<file path="src/hdl/sqi_pkg.sv">
`timescale 1ns / 1ps
package sqi_pkg;

  localparam int CAPACITY = 16;
  localparam int KEY_W    = 8;
  localparam int PAY_W    = 16;
  localparam int OCC_W    = 5;
  localparam int CNT_W    = $clog2(CAPACITY + 1);
  localparam int CFG_AW   = 3;
  localparam int CFG_DW   = 32;

  // register word index, taken from paddr bit 2
  localparam logic REG_ORDER_ASCENDING = 1'b0;

  typedef enum logic {
    KIND_INSERT = 1'b0,
    KIND_POP    = 1'b1
  } kind_t;

  typedef struct packed {
    kind_t             kind;
    logic [KEY_W-1:0]  key;
    logic [PAY_W-1:0]  payload;
  } in_item_t;

  typedef struct packed {
    logic              out_valid;
    logic [KEY_W-1:0]  out_key;
    logic [PAY_W-1:0]  out_payload;
    logic              dropped;
    logic [OCC_W-1:0]  occupancy;
  } out_item_t;

  typedef struct packed {
    logic [KEY_W-1:0]  key;
    logic [PAY_W-1:0]  payload;
  } entry_t;

  // command broadcast to every cell of the row
  typedef struct packed {
    logic    insert;
    logic    pop;
    logic    ascending;
    entry_t  fresh;
  } cmd_t;

endpackage

</file>
<file path="src/hdl/sqi_in_if.sv">
`timescale 1ns / 1ps
interface sqi_in_if;
  logic              valid;
  logic              ready;
  sqi_pkg::in_item_t data;

  modport source (output valid, output data, input ready);
  modport sink   (input valid, input data, output ready);
endinterface

</file>
<file path="src/hdl/sqi_out_if.sv">
`timescale 1ns / 1ps
interface sqi_out_if;
  logic               valid;
  logic               ready;
  sqi_pkg::out_item_t data;

  modport source (output valid, output data, input ready);
  modport sink   (input valid, input data, output ready);
endinterface

</file>
<file path="src/hdl/sqi_cell.sv">
`timescale 1ns / 1ps
module sqi_cell (
  input  logic            clk,
  input  sqi_pkg::cmd_t   cmd,
  input  logic            slot_valid,
  input  logic            slot_tail,
  input  logic            left_move,
  input  sqi_pkg::entry_t left_entry,
  input  sqi_pkg::entry_t right_entry,
  input  logic            right_all,
  output logic            all_out,
  output logic            move_out,
  output sqi_pkg::entry_t entry_out
);

  sqi_pkg::entry_t entry_r;
  sqi_pkg::entry_t entry_nxt;
  logic            fresh_first;

  // fresh key must leave strictly before the stored one
  assign fresh_first = cmd.ascending ? (cmd.fresh.key < entry_r.key)
                                     : (cmd.fresh.key > entry_r.key);

  // every occupied slot from here to the tail steps aside
  assign all_out  = (slot_valid ? fresh_first : 1'b1) & right_all;
  assign move_out = slot_valid & all_out;

  always_comb begin
    entry_nxt = entry_r;
    if (cmd.insert) begin
      if (left_move) begin
        entry_nxt = left_entry;
      end else if (move_out || slot_tail) begin
        entry_nxt = cmd.fresh;
      end
    end else if (cmd.pop) begin
      entry_nxt = right_entry;
    end
  end

  always_ff @(posedge clk) begin
    entry_r <= entry_nxt;
  end

  assign entry_out = entry_r;

endmodule

</file>
<file path="src/hdl/sorted_insert_queue.sv">
`timescale 1ns / 1ps
// Sorted insertion queue of sqi_pkg::CAPACITY entries, each an 8-bit key with a
// 16-bit handle. A request either inserts an entry or pops the head; every
// request yields exactly one result carrying the popped entry (if any), a
// drop flag for an insert into a full queue, and the occupancy afterwards.
// Equal keys leave first in, first out. The entries sit in a row of cells,
// head at cell 0; on an insert every cell compares the new key with its own
// and the cells at and past the insertion point move one step towards the
// tail, on a pop every cell takes its right neighbour's entry. One request
// is taken per clock and its result appears in the output register on the
// next cycle; a request is taken while a result waits as long as the sink
// takes it in the same cycle. The clock is set by the step-aside chain that
// runs from the tail cell to the head cell through one key compare per cell.
// The order register (address 0, bit 0, reset 1 = smallest key first) is
// not re-applied to stored entries; change it only while the queue is idle.
module sorted_insert_queue (
  input  logic                           clk,
  input  logic                           rst_n,
  sqi_in_if.sink                         in_ch,
  sqi_out_if.source                      out_ch,
  input  logic                           cfg_psel,
  input  logic                           cfg_penable,
  input  logic                           cfg_pwrite,
  input  logic [sqi_pkg::CFG_AW-1:0]     cfg_paddr,
  input  logic [sqi_pkg::CFG_DW-1:0]     cfg_pwdata,
  output logic [sqi_pkg::CFG_DW-1:0]     cfg_prdata,
  output logic                           cfg_pready
);

  localparam int CAP   = sqi_pkg::CAPACITY;
  localparam int CNT_W = sqi_pkg::CNT_W;

  // configuration
  logic ascending_r;
  logic cfg_write;

  // queue control
  logic [CNT_W-1:0] count_r;
  logic [CNT_W-1:0] count_nxt;
  logic             accept;
  logic             is_pop;
  logic             full;
  logic             empty;
  logic             do_insert;
  logic             do_pop;
  sqi_pkg::cmd_t    cmd;

  // cell row
  sqi_pkg::entry_t  entry_q [CAP];
  logic             all_w   [CAP+1];
  logic             move_w  [CAP];

  // result register
  logic               out_valid_r;
  sqi_pkg::out_item_t out_data_r;
  sqi_pkg::out_item_t result;

  // ---------------------------------------------------------------------
  // APB register: write on the access phase, reads are combinational
  // ---------------------------------------------------------------------
  assign cfg_pready = 1'b1;
  assign cfg_write  = cfg_psel & cfg_penable & cfg_pwrite & cfg_pready;

  always_ff @(posedge clk) begin
    if (!rst_n) begin
      ascending_r <= 1'b1;
    end else if (cfg_write && cfg_paddr[2] == sqi_pkg::REG_ORDER_ASCENDING) begin
      ascending_r <= cfg_pwdata[0];
    end
  end

  always_comb begin
    cfg_prdata = '0;
    if (cfg_paddr[2] == sqi_pkg::REG_ORDER_ASCENDING) begin
      cfg_prdata[0] = ascending_r;
    end
  end

  // ---------------------------------------------------------------------
  // Request decode: drop inserts into a full queue, ignore pops when empty
  // ---------------------------------------------------------------------
  assign in_ch.ready = ~out_valid_r | out_ch.ready;
  assign accept      = in_ch.valid & in_ch.ready;
  assign is_pop      = (in_ch.data.kind == sqi_pkg::KIND_POP);
  assign full        = (count_r == CNT_W'(CAP));
  assign empty       = (count_r == '0);
  assign do_insert   = accept & ~is_pop & ~full;
  assign do_pop      = accept & is_pop & ~empty;

  always_comb begin
    cmd.insert        = do_insert;
    cmd.pop           = do_pop;
    cmd.ascending     = ascending_r;
    cmd.fresh.key     = in_ch.data.key;
    cmd.fresh.payload = in_ch.data.payload;
  end

  always_comb begin
    count_nxt = count_r;
    if (do_insert) begin
      count_nxt = count_r + CNT_W'(1);
    end else if (do_pop) begin
      count_nxt = count_r - CNT_W'(1);
    end
  end

  always_ff @(posedge clk) begin
    if (!rst_n) begin
      count_r <= '0;
    end else begin
      count_r <= count_nxt;
    end
  end

  // ---------------------------------------------------------------------
  // Cell row: head at index 0, the step-aside chain enters from the tail
  // ---------------------------------------------------------------------
  assign all_w[CAP] = 1'b1;

  for (genvar j = 0; j < CAP; j++) begin : g_cell
    logic            slot_valid;
    logic            slot_tail;
    logic            left_move;
    sqi_pkg::entry_t left_entry;
    sqi_pkg::entry_t right_entry;

    assign slot_valid = (count_r > CNT_W'(j));
    assign slot_tail  = (count_r == CNT_W'(j));

    if (j == 0) begin : g_head
      assign left_move  = 1'b0;
      assign left_entry = cmd.fresh;
    end else begin : g_body
      assign left_move  = move_w[j-1];
      assign left_entry = entry_q[j-1];
    end

    if (j == CAP - 1) begin : g_tail
      assign right_entry = entry_q[j];
    end else begin : g_inner
      assign right_entry = entry_q[j+1];
    end

    sqi_cell u_cell (
      .clk         (clk),
      .cmd         (cmd),
      .slot_valid  (slot_valid),
      .slot_tail   (slot_tail),
      .left_move   (left_move),
      .left_entry  (left_entry),
      .right_entry (right_entry),
      .right_all   (all_w[j+1]),
      .all_out     (all_w[j]),
      .move_out    (move_w[j]),
      .entry_out   (entry_q[j])
    );
  end

  // ---------------------------------------------------------------------
  // Result: head entry on a pop, drop flag, occupancy after the request
  // ---------------------------------------------------------------------
  always_comb begin
    result.out_valid   = do_pop;
    result.out_key     = do_pop ? entry_q[0].key : '0;
    result.out_payload = do_pop ? entry_q[0].payload : '0;
    result.dropped     = accept & ~is_pop & full;
    result.occupancy   = sqi_pkg::OCC_W'(count_nxt);
  end

  always_ff @(posedge clk) begin
    if (!rst_n) begin
      out_valid_r <= 1'b0;
    end else if (accept) begin
      out_valid_r <= 1'b1;
    end else if (out_ch.ready) begin
      out_valid_r <= 1'b0;
    end
  end

  always_ff @(posedge clk) begin
    if (accept) begin
      out_data_r <= result;
    end
  end

  assign out_ch.valid = out_valid_r;
  assign out_ch.data  = out_data_r;

  // ---------------------------------------------------------------------
  // Checks
  // ---------------------------------------------------------------------
  a_count_bound: assert property (@(posedge clk) disable iff (!rst_n)
    count_r <= CNT_W'(CAP))
    else $error("occupancy beyond capacity");

  a_pop_count: assert property (@(posedge clk) disable iff (!rst_n)
    do_pop |=> count_r == $past(count_r) - CNT_W'(1))
    else $error("pop did not release one entry");

  a_drop_full: assert property (@(posedge clk) disable iff (!rst_n)
    (accept && !is_pop && full) |=> out_valid_r && out_data_r.dropped
      && count_r == CNT_W'(CAP))
    else $error("insert into full queue not dropped");

  a_result_excl: assert property (@(posedge clk) disable iff (!rst_n)
    out_valid_r |-> !(out_data_r.out_valid && out_data_r.dropped))
    else $error("result both popped and dropped");

endmodule

</file>
<file path="src/flat_wrapper.sv">
// flat-port wrapper written by rule: the top's interface ports become plain ports
module sorted_insert_queue_flat 
  (clk, rst_n, cfg_psel, cfg_penable, cfg_pwrite, cfg_paddr, cfg_pwdata, cfg_prdata, cfg_pready, in_ch_valid, in_ch_data, in_ch_ready, out_ch_valid, out_ch_data, out_ch_ready);
  sqi_in_if in_ch_i ();
  sqi_out_if out_ch_i ();
  input  logic clk;
  input  logic rst_n;
  input  logic cfg_psel;
  input  logic cfg_penable;
  input  logic cfg_pwrite;
  input  logic [sqi_pkg::CFG_AW-1:0] cfg_paddr;
  input  logic [sqi_pkg::CFG_DW-1:0] cfg_pwdata;
  output logic [sqi_pkg::CFG_DW-1:0] cfg_prdata;
  output logic cfg_pready;
  input wire logic [$bits(in_ch_i.valid)-1:0] in_ch_valid;
  input wire logic [$bits(in_ch_i.data)-1:0] in_ch_data;
  output wire logic [$bits(in_ch_i.ready)-1:0] in_ch_ready;
  output wire logic [$bits(out_ch_i.valid)-1:0] out_ch_valid;
  output wire logic [$bits(out_ch_i.data)-1:0] out_ch_data;
  input wire logic [$bits(out_ch_i.ready)-1:0] out_ch_ready;
  assign in_ch_i.valid = in_ch_valid;
  assign in_ch_i.data = in_ch_data;
  assign in_ch_ready = in_ch_i.ready;
  assign out_ch_valid = out_ch_i.valid;
  assign out_ch_data = out_ch_i.data;
  assign out_ch_i.ready = out_ch_ready;
  sorted_insert_queue u_core (.clk(clk), .rst_n(rst_n), .in_ch(in_ch_i), .out_ch(out_ch_i), .cfg_psel(cfg_psel), .cfg_penable(cfg_penable), .cfg_pwrite(cfg_pwrite), .cfg_paddr(cfg_paddr), .cfg_pwdata(cfg_pwdata), .cfg_prdata(cfg_prdata), .cfg_pready(cfg_pready));
endmodule
</file>
<file path="config.mk">
export PLATFORM = sky130hd
export DESIGN_NAME = sorted_insert_queue_flat
export DESIGN_NICKNAME = d
export VERILOG_FILES = /design/src/hdl/sqi_pkg.sv /design/src/hdl/sqi_in_if.sv /design/src/hdl/sqi_out_if.sv /design/src/hdl/sqi_cell.sv /design/src/hdl/sorted_insert_queue.sv /design/src/flat_wrapper.sv
export SDC_FILE = /design/constraint.sdc
export NUM_CORES = 1
export LEC_CHECK = 0
export ABC_AREA = 1
export BUFFER_PORTS_ARGS = -buffer_cell sky130_fd_sc_hd__buf_4
export CORE_UTILIZATION = 56
export CTS_CLUSTER_SIZE = 10
export DETAILED_ROUTE_END_ITERATION = 8
export GPL_TIMING_DRIVEN = 0
export PLACE_DENSITY = 0.77
export RECOVER_POWER = 50
export SLEW_MARGIN = 20
export SYNTH_ARGS = -nofsm -noshare
export SYNTH_HDL_FRONTEND = slang
export SYNTH_SLANG_ARGS = --single-unit
</file>
<file path="constraint.sdc">
create_clock -name clk -period 6 [get_ports clk]
set_clock_uncertainty 0.15 [all_clocks]
set_input_delay 1.2 -clock clk [delete_from_list [all_inputs] [get_ports clk]]
set_output_delay 1.2 -clock clk [all_outputs]
set_load 0.03 [all_outputs]
</file>
==> run_results.csv, run 1 <==
group,metric,value,unit
run_status,status,"finished clean",
clocking,cts_buffers,49,
yosys,yosysTopAreaCellShare,50.6,%
routing,via_per_inst,5.94,
yosys,syn_inst,2865,
finish,multiInputGateArea,0.0102,sq mm
timing,setup_tns,0,ns
grt,grt_pass1_wl,115,mm
timing,relSlewSlack,2.45,%
power_and_ir_drop,max-vdd-ir-drop,0.238,mV
finish,n_antenna_cell,0,
clocking,cts_resized,0,
hold_path,min_path_type,"flop to flop",
routing,drc_errors,0,
floorplan,die_area,0.0448,sq mm
critical_path,cp.arrival,5.84,ns
grt,grt_start_max_net_pins,33,
finish,nFillCells,3734,
clocking,clkTransAtPathRegs,0.06,ns
yosys,yosysWarnings,0,
timing,worst_pin_slew,1.44,ns
placed_design,place_congestion,0.973,
yosys,yosys-top-cells-count,"nand2_1 (650), o21ai_0 (490), edfxtp_1 (415), a21oi_1 (285), inv_1 (257)",
critical_path,cpMostUsedCell,"nand2_1",
routing,drt_iter0_markers,2651,
yosys,async_flop_share,0,%
critical_path,path_class,"primary input to flop",
grt,antenna_found_initial,0,
yosys,yosysMostFrequentCell,"nand2_1",
floorplan,core,0.0432,sq mm
yosys,synth-edff-count,415,
critical_path,worstPathCellList,"buf_4 -> inv_1 -> clkbuf_2 -> ha_1 -> inv_1 -> nand2_1 -> nand2_1 -> nand2_1 -> nand2_1 -> nand2_1 -> nand3_1 -> nand3_1 -> nand2_1 -> nor2_1 -> nand4_1 -> nor2_1 -> nand4_1 -> nor2_1 -> nand4_1 -> nor2_2 -> buf_6 -> o21ai_0 -> nand2_1",
clocking,clk_path_buf_depth,3,
finish,num-nets-final,3226,
yosys,synth_seq_cells,422,
critical_path,cp_top_family,"simple AND/OR/NAND/NOR gates",
power_and_ir_drop,power_density,321,mW/mm^2
finish,seqCellArea,0.0126,sq mm
yosys,yosysUniqueCellTypes,43,
finish,syn2layout_area_growth,11.8,%
yosys,netlist_area,0.0246,sq mm
clocking,cts_htree_levels,2,
grt,grt_usage,33.9,%
finish,drive_above_1_share,5.95,%
placed_design,hpwlAfterDp,58.1,mm
timing,fin_crit_sh,96.2,%
critical_path,cp_max_fo,25,
routing,num_vias,21500,
critical_path,cp-start-kind,"primary input",
yosys,postSynthAreaPerCell,8.59,sq um
routing,drt-total-wl,75.2,mm
clocking,hold_buffers,0,
floorplan,rows,76,
critical_path,crit_buf_inv,5,
grt,grt_remaining_overflow,0,
timing,setup_viol,0,
routing,antenna_left,0,
placed_design,io_buffers,67,
routing,first_pass_iters,8,
floorplan,io_pins,133,
yosys,ys.flop_type,"edfxtp_1",
grt,grt_pass1_vias,21500,
yosys,synth.area.top_cells,"edfxtp_1 (51%), o21ai_0 (10%), nand2_1 (9.9%)",
routing,avgRoutedWirePerCell,20.7,um
timing,slew_viol_final,0,
yosys,synth-seq-area-share,51.2,%
critical_path,worstPathRequired,6.07,ns
finish,final_util,63.7,%
yosys,yosysTopAreaCell,"edfxtp_1",
critical_path,crit_slowest_cell,"nand2_1",
clocking,cts-root-buf,"clkbuf_16",
power_and_ir_drop,totalPowerFinal,8.83,mW
timing,finalHoldViolCount,0,
clocking,cts_setup_buffers,0,
critical_path,crit_path_end_kind,"flop",
timing,max_freq,173,MHz
clocking,clock_sinks,422,
floorplan,start_util,57.0,%
job,maxCapViolations,0,
timing,finalCriticalPeriod,5.77,ns
floorplan,die_w,212,um
clocking,cts_tree,"yes",
floorplan,die_y,212,um
power_and_ir_drop,power.leakage,11.5,nW
timing,rsz0062_at_grt,"no",
clocking,clkLatencyLatePin,0.61,ns
critical_path,max_stage_delay,0.77,ns
report_power, final:
group,leakage (nW),internal [mW],switching (mW)
combinational,6.93,0.632,1.63
clock,0.654,1.50,1.22
sequential,3.88,3.71,0.149
layout by cell type (no fill, tap or decap), types with 3 or more instances in the layout:
master	count
nand2_1	649
o21ai_0	493
edfxtp_1	415
a21oi_1	283
inv_1	257
clkbuf_1	192
nor2_1	179
ha_1	133
nand3_1	89
buf_4	64
o21ai_1	52
clkbuf_16	49
conb_1	32
buf_2	20
buf_1	17
nand4_1	14
nor3_1	9
buf_6	8
o211ai_1	7
buf_16	7
dfxtp_1	7
a211oi_1	6
o21a_1	5
a31oi_4	5
inv_2	4
a21o_1	4
clkinv_1	4
xor2_1	3
a31oi_1	3
buf_8	3
logic make-up (layout without fill, tap and decap cells):
| kind of cell | count (synthesis) | count (layout) | synth area share [%] |
|---|---|---|---|
| other | 2 | 32 | 0.0305 |
| AND/OR/NAND/NOR | 954 | 954 | 15.6 |
| adder cells (fa/ha/maj) | 133 | 133 | 6.76 |
| AO/OA/AOI/OAI | 868 | 868 | 18.0 |
| buffers and inverters | 483 | 632 | 8.24 |
| flip-flops | 422 | 422 | 51.2 |
| XOR/XNOR | 3 | 3 | 0.107 |
routing by layer:
metal,vias to the layer above,routed length (um),GRT usage [%]
li1,10100,-,-
met1,10100,28800,41.7
met2,1208,35800,57.0
met3,181,7870,8.37
met4,0,2680,13.7
met5,-,0,0
sequential cells by signal, summed over array words and instances (netlist names):
signal / flops
u_core.out_ch.data: 31
u_core.count_r: 5
u_core.out_ch.valid: 1
u_core.g_cell.u_cell.entry_out: 384
u_core.ascending_r: 1
area by class of cell:
type | count | share of cell area [%]
repair buffers | 80 | 2.27
clock inverters | 4 | 0.177
well taps | 585 | 2.66
inverters | 264 | 3.60
multi-input cells | 1990 | 37.0
clock buffers | 65 | 4.71
flip-flops and latches | 422 | 45.8
plain buffers | 219 | 3.74
worst paths after layout:
path | from | end | slack, ns | cells after the start
hold reg to reg | u_core.g_cell[7].u_cell.entry_out[15]$_DFFE_PP_ | u_core.g_cell[6].u_cell.entry_out[15]$_DFFE_PP_ | 0.39 | 2
setup / recovery | in_ch_data[16] | u_core.g_cell[0].u_cell.entry_out[10]$_DFFE_PP_ | 0.23 | 23
hold / removal | u_core.g_cell[7].u_cell.entry_out[15]$_DFFE_PP_ | u_core.g_cell[6].u_cell.entry_out[15]$_DFFE_PP_ | 0.39 | 2
setup reg to reg | u_core.count_r[1]$_SDFF_PN0_ | u_core.g_cell[12].u_cell.entry_out[11]$_DFFE_PP_ | 0.99 | 10
worst reg2reg max path, delay by kind of cell, from the launching register on:
kind / cells / cell delay, ns
adder cells (fa/ha/maj): 1 / 0.26
flip-flops: 1 / 0.51
buffers and inverters: 4 / 1.96
AO/OA/AOI/OAI: 1 / 0.95
AND/OR/NAND/NOR: 4 / 0.78
metrics by stage:
step	hold slack (ns)	setup WS [ns]	std cells	cell area (sq um)
6_report	0.387	0.229	3629	27500
5_1_grt	0.402	0.0883	3629	27500
4_1_cts	0.384	0.460	3629	27800
3_5_place_dp	0.363	-0.134	3560	26500
3_3_place_gp	0.353	-1.75	3547	26000
2_1_floorplan	0.350	0.262	2895	24700
No activity file was read; power rests on OpenSTA's default activity.
==> run 2: changes to the inputs <==
--- a/config.mk
+++ b/config.mk
@@ -5,7 +5,7 @@
 export SDC_FILE = /design/constraint.sdc
 export NUM_CORES = 1
 export LEC_CHECK = 0
-export ABC_AREA = 1
+export ABC_AREA = 0
 export BUFFER_PORTS_ARGS = -buffer_cell sky130_fd_sc_hd__buf_4
 export CORE_UTILIZATION = 56
 export CTS_CLUSTER_SIZE = 10
==> run_results.csv, run 2 <==
group,metric,value,unit
run_status,status,"complete, but fails checks",
run_status,violations,"capacitance limit",
power_and_ir_drop,max-vdd-ir-drop,0.212,mV
clocking,cts-root-buf,"clkbuf_16",
grt,grt_pass1_wl,116,mm
floorplan,rows,76,
clocking,cts_htree_levels,2,
yosys,netlist_area,0.0247,sq mm
finish,num-nets-final,2692,
finish,layout_common_cells,"edfxtp_1 (415), nand2_1 (353), nand4_1 (246)",
clocking,cts_setup_buffers,0,
yosys,ys.flop_type,"edfxtp_1",
clocking,clock_sinks,422,
floorplan,die_w,212,um
finish,n_antenna_cell,0,
yosys,async_flop_share,0,%
timing,finalCriticalPeriod,5.66,ns
power_and_ir_drop,totalPowerFinal,8.06,mW
routing,drc_errors,0,
timing,rsz0062_at_grt,"no",
critical_path,worstPathRequired,6.06,ns
placed_design,dp.cells,3026,
timing,finalHoldViolCount,0,
timing,max_freq,177,MHz
yosys,yosysUniqueCellTypes,72,
yosys,synth-seq-area-share,51.0,%
finish,finish.instance_area,0.0274,sq mm
finish,largest_register_ffs,384,
yosys,synth.area.top_cells,"edfxtp_1 (50%), ha_1 (6.7%), o211ai_1 (6.3%)",
placed_design,io_buffers,67,
yosys,yosysTopAreaCell,"edfxtp_1",
placed_design,hpwlAfterDp,56.7,mm
yosys,yosys-top-cells-count,"edfxtp_1 (415), nand2_1 (353), nand4_1 (246), o211ai_1 (207), ha_1 (133)",
clocking,clk_path_buf_depth,3,
timing,fin_crit_sh,94.3,%
routing,avgRoutedWirePerCell,24.2,um
grt,grt_pass1_vias,21300,
clocking,clkLatencyLatePin,0.59,ns
yosys,syn_inst,2337,
routing,drt_iter0_markers,2525,
timing,setup_viol,0,
clocking,hold_buffers,0,
critical_path,path_class,"primary input to flop",
routing,drt-total-wl,74.8,mm
timing,worst_pin_slew,1.48,ns
placed_design,postPlaceCellArea,0.0264,sq mm
finish,drive_above_1_share,9.42,%
finish,stdcell_count,3089,
grt,antenna_found_initial,0,
floorplan,die_y,212,um
placed_design,place_congestion,0.937,
critical_path,cp_max_fo,35,
grt,grtUsageMet3,3.96,%
yosys,yosysWarnings,0,
clocking,cts_resized,0,
grt,grt_busiest_layer,"met2",
floorplan,die_area,0.0449,sq mm
power_and_ir_drop,power_density,294,mW/mm^2
finish,final_common_cell,"edfxtp_1",
yosys,synth_seq_cells,422,
yosys,yosysTopAreaCellShare,50.5,%
critical_path,crit_path_end_kind,"flop",
yosys,synth-edff-count,415,
grt,grt_remaining_overflow,0,
floorplan,io_pins,133,
hold_path,min_path_type,"flop to flop",
routing,antenna_left,0,
routing,via_per_inst,6.80,
finish,syn2layout_area_growth,11.2,%
clocking,clkTransAtPathRegs,0.05,ns
floorplan,core,0.0433,sq mm
job,maxCapViolations,1,
clocking,cts_buffers,49,
routing,first_pass_iters,6,
yosys,yosysMostFrequentCell,"edfxtp_1",
timing,slew_viol_final,0,
timing,setup_tns,0,ns
critical_path,cp.arrival,5.72,ns
critical_path,cp-start-kind,"primary input",
power_and_ir_drop,power.leakage,9.90,nW
timing,relSlewSlack,1.28,%
yosys,postSynthAreaPerCell,10.6,sq um
grt,use_met2,54.1,%
clocking,cts_tree,"yes",
routing,num_vias,21000,
finish,final_util,63.4,%
grt,grt_start_max_net_pins,36,
floorplan,start_util,57.1,%
grt,grt_usage,33.4,%
grt,use_met1,44.9,%
[run 2: cell types whose count changed after synthesis, sizes merged, moves of 135 or more]
cell | previous run | this run
o21ai | 545 | 125
nand2 | 652 | 353
nand4 | 15 | 246
a21oi | 285 | 71
o211ai | 7 | 207
nor2 | 182 | 32
inv | 261 | 126
[run 2: logic make-up after synthesis]
kind of cell	count (synthesis)	synth area share, %
and+or+nand+nor	774	15.9
AOI/OAI and AO/OA	538	15.1
DFF	422	51.0
buffers and inverters	368	7.01
adders and majority gates	133	6.74
muxes	97	4.05
xor gates and xnor gates	3	0.106
other	2	0.0304
[run 2: critical path, cell delays in order]
cell      delay [ns]
clkbuf_4        0.09
nand2b_1        0.12
nand2_1         0.09
inv_1           1.05
and3_1          0.30
clkbuf_1        0.47
clkbuf_1        0.70
clkbuf_1        0.60
o21ai_0         0.30
o21ai_4         0.75
[run 2: report_power, final]
part           internal, mW  leakage (nW)  switching (mW)  total [mW]
logic                 0.500          5.37            1.13        1.63
registers              3.61          3.88           0.141        3.75
clock network          1.50         0.653            1.17        2.68
total                  5.62          9.90            2.44        8.06
[run 2: layout make-up]
type	count	area, sq um
Sequential cell	422	12600
Buffer	242	1150
Timing Repair Buffer	74	539
Clock inverter	6	30.0
Clock buffer	57	1300
Inverter	126	473
Tap cell	585	732
Multi-Input combinational cell	1577	10600
Fill cell	3479	15800
[run 2: per-layer routing]
metal	vias to the layer above	part of all wire, %
met5	-	0
met4	0	4.4
met3	222	9.2
met2	1278	47
met1	10300	40
li1	9219	-
[run 2: final timing paths]
check	start	end	slack, ns	depth (start not counted)
setup / recovery	out_ch_ready	u_core.g_cell[4].u_cell.entry_out[11]$_DFFE_PP_	0.34	10
hold / removal	u_core.g_cell[15].u_cell.entry_out[1]$_DFFE_PP_	u_core.g_cell[14].u_cell.entry_out[1]$_DFFE_PP_	0.39	2
setup reg to reg	u_core.out_ch.valid$_SDFFE_PN0P_	u_core.g_cell[4].u_cell.entry_out[11]$_DFFE_PP_	0.76	9
hold reg to reg	u_core.g_cell[15].u_cell.entry_out[1]$_DFFE_PP_	u_core.g_cell[14].u_cell.entry_out[1]$_DFFE_PP_	0.39	2
[run 2: stage by stage]
| step | setup slack, ns | hold WS [ns] |
|---|---|---|
| global placement | -1.77 | 0.360 |
| CTS | 0.643 | 0.384 |
| global route | 0.194 | 0.410 |
| detailed placement | 0.0485 | 0.369 |
| finish | 0.340 | 0.387 |
| floorplan | 0.170 | 0.346 |
